`config.mk`:
```
export PLATFORM = sky130hd
export DESIGN_NAME = demand_paging_fifo_translator
export DESIGN_NICKNAME = d
export VERILOG_FILES = /design/src/sv/dpft_pkg.sv /design/src/sv/dpft_ram.sv /design/src/sv/dpft_front.sv /design/src/sv/dpft_back.sv /design/src/sv/demand_paging_fifo_translator.sv
export VERILOG_INCLUDE_DIRS = /design/src /design/src/sv
export SDC_FILE = /design/constraint.sdc
export NUM_CORES = 2
export LEC_CHECK = 0
export BUFFER_PORTS_ARGS = -buffer_cell sky130_fd_sc_hd__clkbuf_2
export CORE_ASPECT_RATIO = 0.7
export CORE_UTILIZATION = 40
export DETAILED_ROUTE_END_ITERATION = 12
export SETUP_SLACK_MARGIN = 0.4
export SLEW_MARGIN = 15
export SYNTH_ARGS = -nofsm -noshare
export SYNTH_HDL_FRONTEND = slang
export SYNTH_SLANG_ARGS = --single-unit
```
`constraint.sdc`:
```
create_clock -name clk -period 17.3 [get_ports clk]
set_input_delay 3.46 -clock clk [delete_from_list [all_inputs] [get_ports clk]]
set_output_delay 3.46 -clock clk [all_outputs]
set_load 0.03 [all_outputs]
```
`src/sv/demand_paging_fifo_translator_assert.svh`:
```
// Assertion macros for the translator RTL, used by the table unit (dpft_back).
`ifndef DEMAND_PAGING_FIFO_TRANSLATOR_ASSERT_SVH
`define DEMAND_PAGING_FIFO_TRANSLATOR_ASSERT_SVH

// Same-cycle implication, checked outside reset.
`define DPFT_ASSERT_IMPL(label, clk, rst, ante, cons, msg) \
  label: assert property (@(posedge clk) disable iff (rst) (ante) |-> (cons)) else $error(msg);

// Next-cycle implication, checked outside reset.
`define DPFT_ASSERT_NEXT(label, clk, rst, ante, cons, msg) \
  label: assert property (@(posedge clk) disable iff (rst) (ante) |=> (cons)) else $error(msg);

`endif

```
`src/sv/dpft_pkg.sv`:
```
package dpft_pkg;

  localparam int unsigned ADDR_W      = 16;
  localparam int unsigned DATA_W      = 8;
  localparam int unsigned PADDR_W     = 13;
  localparam int unsigned FRAME_OUT_W = 5;
  localparam int unsigned PAGE_OUT_W  = 8;

  localparam int unsigned DEF_PAGE_SIZE  = 256;
  localparam int unsigned DEF_NUM_FRAMES = 32;
  localparam int unsigned DEF_NUM_PAGES  = 256;

  localparam int unsigned TDATA_IN_W  = 24;
  localparam int unsigned TDATA_OUT_W = 40;

  // Decoded access as it waits between the front and the back.
  typedef struct packed {
    logic [DATA_W-1:0] write_data;
    logic              is_write;
    logic [ADDR_W-1:0] logical_address;
  } req_t;

  // Result item, last field in the lowest bits.
  typedef struct packed {
    logic [DATA_W-1:0]      memory_data;
    logic                   memory_write;
    logic                   writeback_needed;
    logic [PAGE_OUT_W-1:0]  evicted_page;
    logic                   evicted;
    logic                   page_fault;
    logic [FRAME_OUT_W-1:0] frame_number;
    logic [PADDR_W-1:0]     physical_address;
  } res_t;

  localparam int unsigned RES_W = $bits(res_t);
  localparam int unsigned PAD_W = TDATA_OUT_W - RES_W;

  typedef enum logic {
    ST_LOOK,
    ST_DO
  } back_state_t;

endpackage

```
`src/sv/dpft_ram.sv`:
```
module dpft_ram #(
  parameter int unsigned WIDTH = 8,
  parameter int unsigned DEPTH = 32
) (
  input  logic                     clk,
  input  logic                     we,
  input  logic [$clog2(DEPTH)-1:0] waddr,
  input  logic [WIDTH-1:0]         wdata,
  input  logic                     re,
  input  logic [$clog2(DEPTH)-1:0] raddr,
  output logic [WIDTH-1:0]         rdata
);

  logic [WIDTH-1:0] mem [DEPTH];

  always_ff @(posedge clk) begin
    if (we) begin
      mem[waddr] <= wdata;
    end
    if (re) begin
      rdata <= mem[raddr];
    end
  end

endmodule

```
`src/sv/dpft_front.sv`:
```
module dpft_front (
  input  logic                            clk,
  input  logic                            rst,
  input  logic                            s_tvalid,
  output logic                            s_tready,
  input  logic [dpft_pkg::TDATA_IN_W-1:0] s_tdata,
  input  logic                            s_tuser,
  output logic                            q_valid,
  input  logic                            q_ready,
  output dpft_pkg::req_t                  q_item
);

  import dpft_pkg::*;

  logic [1:0] cnt;
  logic       wp;
  logic       rp;
  req_t       slot [2];
  req_t       decoded;
  logic       push;
  logic       pop;

  // The data byte only matters on a write, so reads carry zero downstream.
  always_comb begin
    decoded.logical_address = s_tdata[ADDR_W-1:0];
    decoded.is_write        = s_tuser;
    decoded.write_data      = s_tuser ? s_tdata[ADDR_W +: DATA_W] : '0;
  end

  assign s_tready = (cnt != 2'd2);
  assign q_valid  = (cnt != 2'd0);
  assign q_item   = slot[rp];
  assign push     = s_tvalid && s_tready;
  assign pop      = q_valid && q_ready;

  always_ff @(posedge clk) begin
    if (rst) begin
      cnt <= '0;
      wp  <= 1'b0;
      rp  <= 1'b0;
    end else begin
      if (push) begin
        wp <= ~wp;
      end
      if (pop) begin
        rp <= ~rp;
      end
      cnt <= cnt + 2'(push) - 2'(pop);
    end
  end

  always_ff @(posedge clk) begin
    if (push) begin
      slot[wp] <= decoded;
    end
  end

endmodule

```
`src/sv/dpft_back.sv`:
```
module dpft_back #(
  parameter int unsigned PAGE_SIZE  = dpft_pkg::DEF_PAGE_SIZE,
  parameter int unsigned NUM_FRAMES = dpft_pkg::DEF_NUM_FRAMES,
  parameter int unsigned NUM_PAGES  = dpft_pkg::DEF_NUM_PAGES
) (
  input  logic                             clk,
  input  logic                             rst,
  input  logic                             q_valid,
  output logic                             q_ready,
  input  dpft_pkg::req_t                   q_item,
  output logic                             m_tvalid,
  input  logic                             m_tready,
  output logic [dpft_pkg::TDATA_OUT_W-1:0] m_tdata
);

  import dpft_pkg::*;

  `include "demand_paging_fifo_translator_assert.svh"

  localparam int unsigned OFF_W  = $clog2(PAGE_SIZE);
  localparam int unsigned PG_W   = $clog2(NUM_PAGES);
  localparam int unsigned FR_W   = $clog2(NUM_FRAMES);
  localparam int unsigned FILL_W = $clog2(NUM_FRAMES + 1);

  back_state_t          state;
  back_state_t          state_next;
  logic [NUM_PAGES-1:0] valid_bits;
  logic [FILL_W-1:0]    filled;
  logic [FR_W-1:0]      ptr;
  logic [FR_W-1:0]      ptr_next;
  logic [FR_W-1:0]      pf_rdata;
  logic [PG_W-1:0]      own_rdata;
  logic                 dirty_rdata;
  logic                 rd_en;
  logic                 out_valid;
  res_t                 out_data;
  res_t                 res_next;

  logic [31:0]      addr_wide;
  logic [PG_W-1:0]  page;
  logic [OFF_W-1:0] offset;
  logic             hit;
  logic             full;
  logic             evict;
  logic [FR_W-1:0]  frame;
  logic [31:0]      frame_wide;
  logic [31:0]      old_wide;
  logic [31:0]      paddr_wide;
  logic             out_free;
  logic             commit;
  logic             map_we;
  logic             dirty_we;

  assign addr_wide = 32'(q_item.logical_address);
  assign page      = PG_W'(addr_wide >> OFF_W);
  assign offset    = q_item.logical_address[OFF_W-1:0];

  assign hit   = valid_bits[page];
  assign full  = (filled == FILL_W'(NUM_FRAMES));
  assign evict = !hit && full;

  // A hit reuses the stored frame; a miss takes the next unused frame, and
  // once all are in use, the frame under the replacement pointer.
  always_comb begin
    if (hit) begin
      frame = pf_rdata;
    end else if (!full) begin
      frame = filled[FR_W-1:0];
    end else begin
      frame = ptr;
    end
  end

  assign ptr_next = (ptr == FR_W'(NUM_FRAMES - 1)) ? '0 : ptr + FR_W'(1);

  assign frame_wide = 32'(frame);
  assign old_wide   = 32'(own_rdata);
  assign paddr_wide = (frame_wide << OFF_W) | 32'(offset);

  always_comb begin
    res_next.physical_address = paddr_wide[PADDR_W-1:0];
    res_next.frame_number     = frame_wide[FRAME_OUT_W-1:0];
    res_next.page_fault       = !hit;
    res_next.evicted          = evict;
    res_next.evicted_page     = evict ? old_wide[PAGE_OUT_W-1:0] : '0;
    res_next.writeback_needed = evict && dirty_rdata;
    res_next.memory_write     = q_item.is_write;
    res_next.memory_data      = q_item.write_data;
  end

  assign out_free = !out_valid || m_tready;
  assign commit   = (state == ST_DO) && out_free;
  assign map_we   = commit && !hit;
  // A new mapping rewrites its frame's dirty bit, so a victim never needs
  // clearing; a hit only touches the bit on a write.
  assign dirty_we = commit && (!hit || q_item.is_write);

  always_ff @(posedge clk) begin
    if (rst) begin
      state <= ST_LOOK;
    end else begin
      state <= state_next;
    end
  end

  // ST_LOOK reads the three tables; ST_DO decides and writes back once the output is free.
  always_comb begin
    state_next = state;
    q_ready    = 1'b0;
    rd_en      = 1'b0;
    unique case (state)
      ST_LOOK: begin
        if (q_valid) begin
          rd_en      = 1'b1;
          state_next = ST_DO;
        end
      end
      ST_DO: begin
        if (out_free) begin
          q_ready    = 1'b1;
          state_next = ST_LOOK;
        end
      end
      default: begin
        state_next = ST_LOOK;
      end
    endcase
  end

  dpft_ram #(
    .WIDTH(FR_W),
    .DEPTH(NUM_PAGES)
  ) u_page_frame (
    .clk  (clk),
    .we   (map_we),
    .waddr(page),
    .wdata(frame),
    .re   (rd_en),
    .raddr(page),
    .rdata(pf_rdata)
  );

  dpft_ram #(
    .WIDTH(PG_W),
    .DEPTH(NUM_FRAMES)
  ) u_frame_owner (
    .clk  (clk),
    .we   (map_we),
    .waddr(frame),
    .wdata(page),
    .re   (rd_en),
    .raddr(ptr),
    .rdata(own_rdata)
  );

  dpft_ram #(
    .WIDTH(1),
    .DEPTH(NUM_FRAMES)
  ) u_frame_dirty (
    .clk  (clk),
    .we   (dirty_we),
    .waddr(frame),
    .wdata(q_item.is_write),
    .re   (rd_en),
    .raddr(ptr),
    .rdata(dirty_rdata)
  );

  // The victim is cleared first so that the new mapping wins on equal index.
  always_ff @(posedge clk) begin
    if (rst) begin
      valid_bits <= '0;
      filled     <= '0;
      ptr        <= '0;
    end else if (commit) begin
      if (evict) begin
        valid_bits[own_rdata] <= 1'b0;
        ptr                   <= ptr_next;
      end else if (!hit) begin
        filled <= filled + FILL_W'(1);
      end
      valid_bits[page] <= 1'b1;
    end
  end

  always_ff @(posedge clk) begin
    if (rst) begin
      out_valid <= 1'b0;
    end else if (commit) begin
      out_valid <= 1'b1;
    end else if (m_tready) begin
      out_valid <= 1'b0;
    end
  end

  always_ff @(posedge clk) begin
    if (commit) begin
      out_data <= res_next;
    end
  end

  assign m_tvalid = out_valid;
  assign m_tdata  = {{PAD_W{1'b0}}, out_data};

  `DPFT_ASSERT_IMPL(a_fill_bound, clk, rst, 1'b1, filled <= FILL_W'(NUM_FRAMES), "frame count overrun")
  `DPFT_ASSERT_IMPL(a_ptr_idle, clk, rst, !full, ptr == '0, "replacement pointer moved early")
  `DPFT_ASSERT_NEXT(a_commit_out, clk, rst, commit, out_valid, "result lost after commit")
  `DPFT_ASSERT_IMPL(a_evict_fault, clk, rst, out_valid && out_data.evicted, out_data.page_fault, "eviction without fault")

endmodule

```
`src/sv/demand_paging_fifo_translator.sv`:
```
// Channel  Dir  Fields (tdata from bit 0 up)                          Sideband
// s_*      in   logical_address[15:0], write_data[23:16]              tuser = is_write
// m_*      out  physical_address[12:0], frame_number[17:13],          none
//               page_fault[18], evicted[19], evicted_page[27:20],
//               writeback_needed[28], memory_write[29], memory_data[37:30]
//
// Each item passes through two states in the table unit: ST_LOOK reads the
// page-frame, frame-owner and dirty memories, ST_DO decides the mapping and
// writes it back. No new item is taken before that read-then-update pass ends.
// A two-item queue in front takes items while the table unit works, until full.
// Reset clears the valid bits, the fill count and the pointer at once;
// a stalled result holds in the output register and stops the table unit.
module demand_paging_fifo_translator #(
  parameter int unsigned PAGE_SIZE  = dpft_pkg::DEF_PAGE_SIZE,
  parameter int unsigned NUM_FRAMES = dpft_pkg::DEF_NUM_FRAMES,
  parameter int unsigned NUM_PAGES  = dpft_pkg::DEF_NUM_PAGES
) (
  input  logic                             clk,
  input  logic                             rst,
  input  logic                             s_tvalid,
  output logic                             s_tready,
  // logical_address, write_data
  input  logic [dpft_pkg::TDATA_IN_W-1:0]  s_tdata,
  // is_write
  input  logic                             s_tuser,
  output logic                             m_tvalid,
  input  logic                             m_tready,
  // physical_address, frame_number, page_fault, evicted, evicted_page,
  // writeback_needed, memory_write, memory_data
  output logic [dpft_pkg::TDATA_OUT_W-1:0] m_tdata
);

  import dpft_pkg::*;

  logic q_valid;
  logic q_ready;
  req_t q_item;

  dpft_front u_front (
    .clk     (clk),
    .rst     (rst),
    .s_tvalid(s_tvalid),
    .s_tready(s_tready),
    .s_tdata (s_tdata),
    .s_tuser (s_tuser),
    .q_valid (q_valid),
    .q_ready (q_ready),
    .q_item  (q_item)
  );

  dpft_back #(
    .PAGE_SIZE (PAGE_SIZE),
    .NUM_FRAMES(NUM_FRAMES),
    .NUM_PAGES (NUM_PAGES)
  ) u_back (
    .clk     (clk),
    .rst     (rst),
    .q_valid (q_valid),
    .q_ready (q_ready),
    .q_item  (q_item),
    .m_tvalid(m_tvalid),
    .m_tready(m_tready),
    .m_tdata (m_tdata)
  );

endmodule
```
==> results_dict.tcl <==
set metrics [dict create \
    synth.distinct_cells 74 \
    tritoncts "built" \
    dr_total_vias 49900 \
    fin_skew_ps 26.4 \
    pwr-share-clk_pct 30.2 \
    cp-end-kind "register" \
    die_w_um 534 \
    rsz0062_at_grt "no" \
    avgSynthCellArea_sq_um 14.6 \
    io_pins 71 \
    p_switching_mw 4.17 \
    gp_congestion 0.871 \
    crit_path_start_kind "register" \
    grt_max_degree 152 \
    clkLatencyLatePin_ps 810 \
    synth-main-ff-cell "edfxtp_1" \
    numPortBuffers 68 \
    root_buffer "clkbuf_16" \
    internal-power_mw 8.73 \
    ys_warn_count 0 \
    fp.dieH_um 374 \
    final_util_pct 44.7 \
    cts_resized 0 \
    drt_iter0_markers 7723 \
    critPathBufInv 4 \
    cts_buffers 175 \
    path_class "register to register" \
    netlist_area_sq_um 79200 \
    crit_top_cell "buf_4" \
    worst_pin_slew_ps 1270 \
    post-cts-setup-buffers 0 \
    ant_nets 0 \
    synth_edf_count 1665 \
    synthArstFlopShare_pct 0 \
    critPathMaxFanout 96 \
    max_stage_delay_ps 1220 \
    antenna_found_initial 4 \
    core_area_sq_um 197000 \
    dpl_cell_area_sq_um 82200 \
    worstPathCellList "mux2i_1, clkinv_1, nand2_1, a41oi_1, nand4_1, and4_4, buf_4, nor2_1, a21oi_4, buf_4, buf_4" \
    path_clk_slew_ps 60 \
    status "completed" \
    globalRouteTotalUtil_pct 22.6 \
    final_nets 5353 \
    yosysTopAreaCell "edfxtp_1" \
    hold_class "register to register" \
    finalHoldViolations 0 \
    grt_overflow 0 \
    power_leakage_nw 26.8 \
    crit_family "buffers and inverters" \
    grt_pass1_wl_mm 334 \
    start_util_pct 40.3 \
    htree_levels 4 \
    finalMaxSlewViolations 0 \
    finalPower_mw 12.9 \
    combPwrFrac_pct 23.6 \
    ys_ff_latch 1939 \
    synth.yosys.seq_area_share_pct 70.1 \
    yosysTopAreaCellShare_pct 63.1 \
    fin_crit_sh_pct 45.1 \
    synth_common_cells "edfxtp_1 (1665), nand2_1 (760), nor2_1 (373)" \
    drc 0 \
    diodes 0 \
    grt_pass1_vias 46500 \
    wl_per_cell_um 28.4 \
    setup_violations 0 \
    p_seq_share_pct 46.2 \
    relSlewSlack_pct 14.6 \
    cts_hold_buf 0 \
    synth.most_common_cell "edfxtp_1" \
    drive_above_1_share_pct 15.9 \
    cp.arrival_ps 8260 \
    cp_data_required_time_ps 17760 \
    dieArea_sq_um 200000 \
    areaGrowthSynthToFinish_pct 10.9 \
    cp_slowest_cell "clkinv_1" \
    hp-start "u_back.state$_SDFF_PP0_" \
    cts_max_path_buffers 3 \
    netlist_instances 5415 \
    yosys-top-cells-area "edfxtp_1 (63%), mux4_2 (8.7%), dfxtp_1 (6.9%)" \
    power.density_nw_per_um2 147 \
    place_hpwl_mm 134 \
    dr.pass1.iters 6 \
    wl_mm 229 \
    cts.sinks 1939 \
    fmax_mhz 128 \
    period_minus_slack_ps 7800 \
    swShare_pct 32.3 \
    fin_setup_tns_ps 0 \
    ir_worst_vdd_mv 0.135 \
    design_area_sq_um 87800 \
    row_count 136 \
    drv_cap 0 \
    vias_per_cell 6.18 \
]
==> power groups by stage <==
stage	Combinational [mW]	Sequential [mW]	Clock (mW)
5_1_grt	3.21	5.97	4.12
6_report	3.05	5.96	3.90
3_3_place_gp	2.97	6.06	0
4_1_cts	3.01	5.96	3.93
2_1_floorplan	1.64	6.24	0
3_5_place_dp	3.01	6.06	0
==> flip-flops by register name (all words and copies together) (netlist names), 2 cells and up, named ones only <==
signal / cells
u_back.u_page_frame.rdata: 5
u_back.filled: 6
u_back.u_frame_owner.rdata: 8
u_back.u_frame_owner.mem: 256
u_front.cnt: 2
u_back.m_tdata: 33
u_back.u_frame_dirty.mem: 32
u_front.slot: 50
u_back.valid_bits: 256
u_back.u_page_frame.mem: 1280
u_back.ptr: 5
==> tightest hold or removal path: cells and delay by family, from the launching register on <==
kind                   cells  cell delay (ps)
AOI/OAI and AO/OA          1               60
buffers and inverters      1               70
DFF                        1              330
==> layer usage <==
| layer | GRT usage [%] | share of wire (%) | vias to the layer above |
|---|---|---|---|
| met5 | 0 | 0.0057 | - |
| met2 | 30.7 | 41 | 3029 |
| met3 | 6.03 | 12 | 296 |
| li1 | - | - | 21000 |
| met1 | 35.4 | 44 | 25600 |
| met4 | 5.49 | 2.0 | 2 |
==> cells in the final DEF, fill, tap and decap left out, types with 7 or more instances in the layout <==
master	count
a41oi_1	8
a22o_1	49
clkbuf_16	181
a21oi_1	315
a2111oi_0	10
clkbuf_1	38
nor4_1	9
o21ai_0	149
clkinv_2	32
dfxtp_1	271
bufinv_16	16
nor3_2	16
clkbuf_2	67
inv_1	7
a2bb2o_1	8
a22oi_1	142
nor2_2	22
and2_1	10
clkinv_1	34
nand4_1	26
buf_4	130
nor2b_1	11
nand2b_1	14
a311oi_1	304
o32ai_1	14
mux2_2	29
or4_1	10
nor2_1	349
and3_1	74
o22ai_1	15
a222oi_1	9
o21a_1	24
nand3_1	152
nand2_1	759
edfxtp_1	1665
mux4_2	306
a31oi_1	40
nor3_1	11
==> metrics by stage <==
step                setup slack [ps]  std cells  hold slack [ps]
floorplan                       5920       5416              460
global placement               10080       7762              492
detailed placement              9990       7762              504
CTS                             9980       8075              510
global route                    9080       8076              530
finish                          9500       8076              506
==> kinds of logic after synthesis <==
kind of cell	after synthesis	synth area share (%)
DFF	1939	70.1
AOI/OAI and AO/OA	1130	9.86
and+or+nand+nor	1496	8.03
adders and majority gates	6	0.0948
xor gates and xnor gates	4	0.0442
muxes	347	9.27
buffers and inverters	492	2.63
other	1	0.00474
==> final timing paths <==
check                                                   end  slack [ps]  depth (start not counted)
setup reg to reg  u_back.u_page_frame.mem[166][1]$_DFFE_PP_        9500                         11
setup / recovery  u_back.u_page_frame.mem[166][1]$_DFFE_PP_        9500                         11
hold / removal                 u_back.m_tvalid$_SDFFE_PP0P_         510                          2
hold reg to reg                u_back.m_tvalid$_SDFFE_PP0P_         510                          2
==> layout make-up <==
type / instances / area [sq um]
clock inverters: 89 / 846
flip-flops and latches: 1939 / 55500
well taps: 2622 / 3280
clock buffers: 224 / 4740
inverters: 15 / 71.3
multi-input cells: 2985 / 22000
fillers: 17100 / 109000
repair buffers: 202 / 1410
Note: power is estimated with default switching activity, not from simulation.
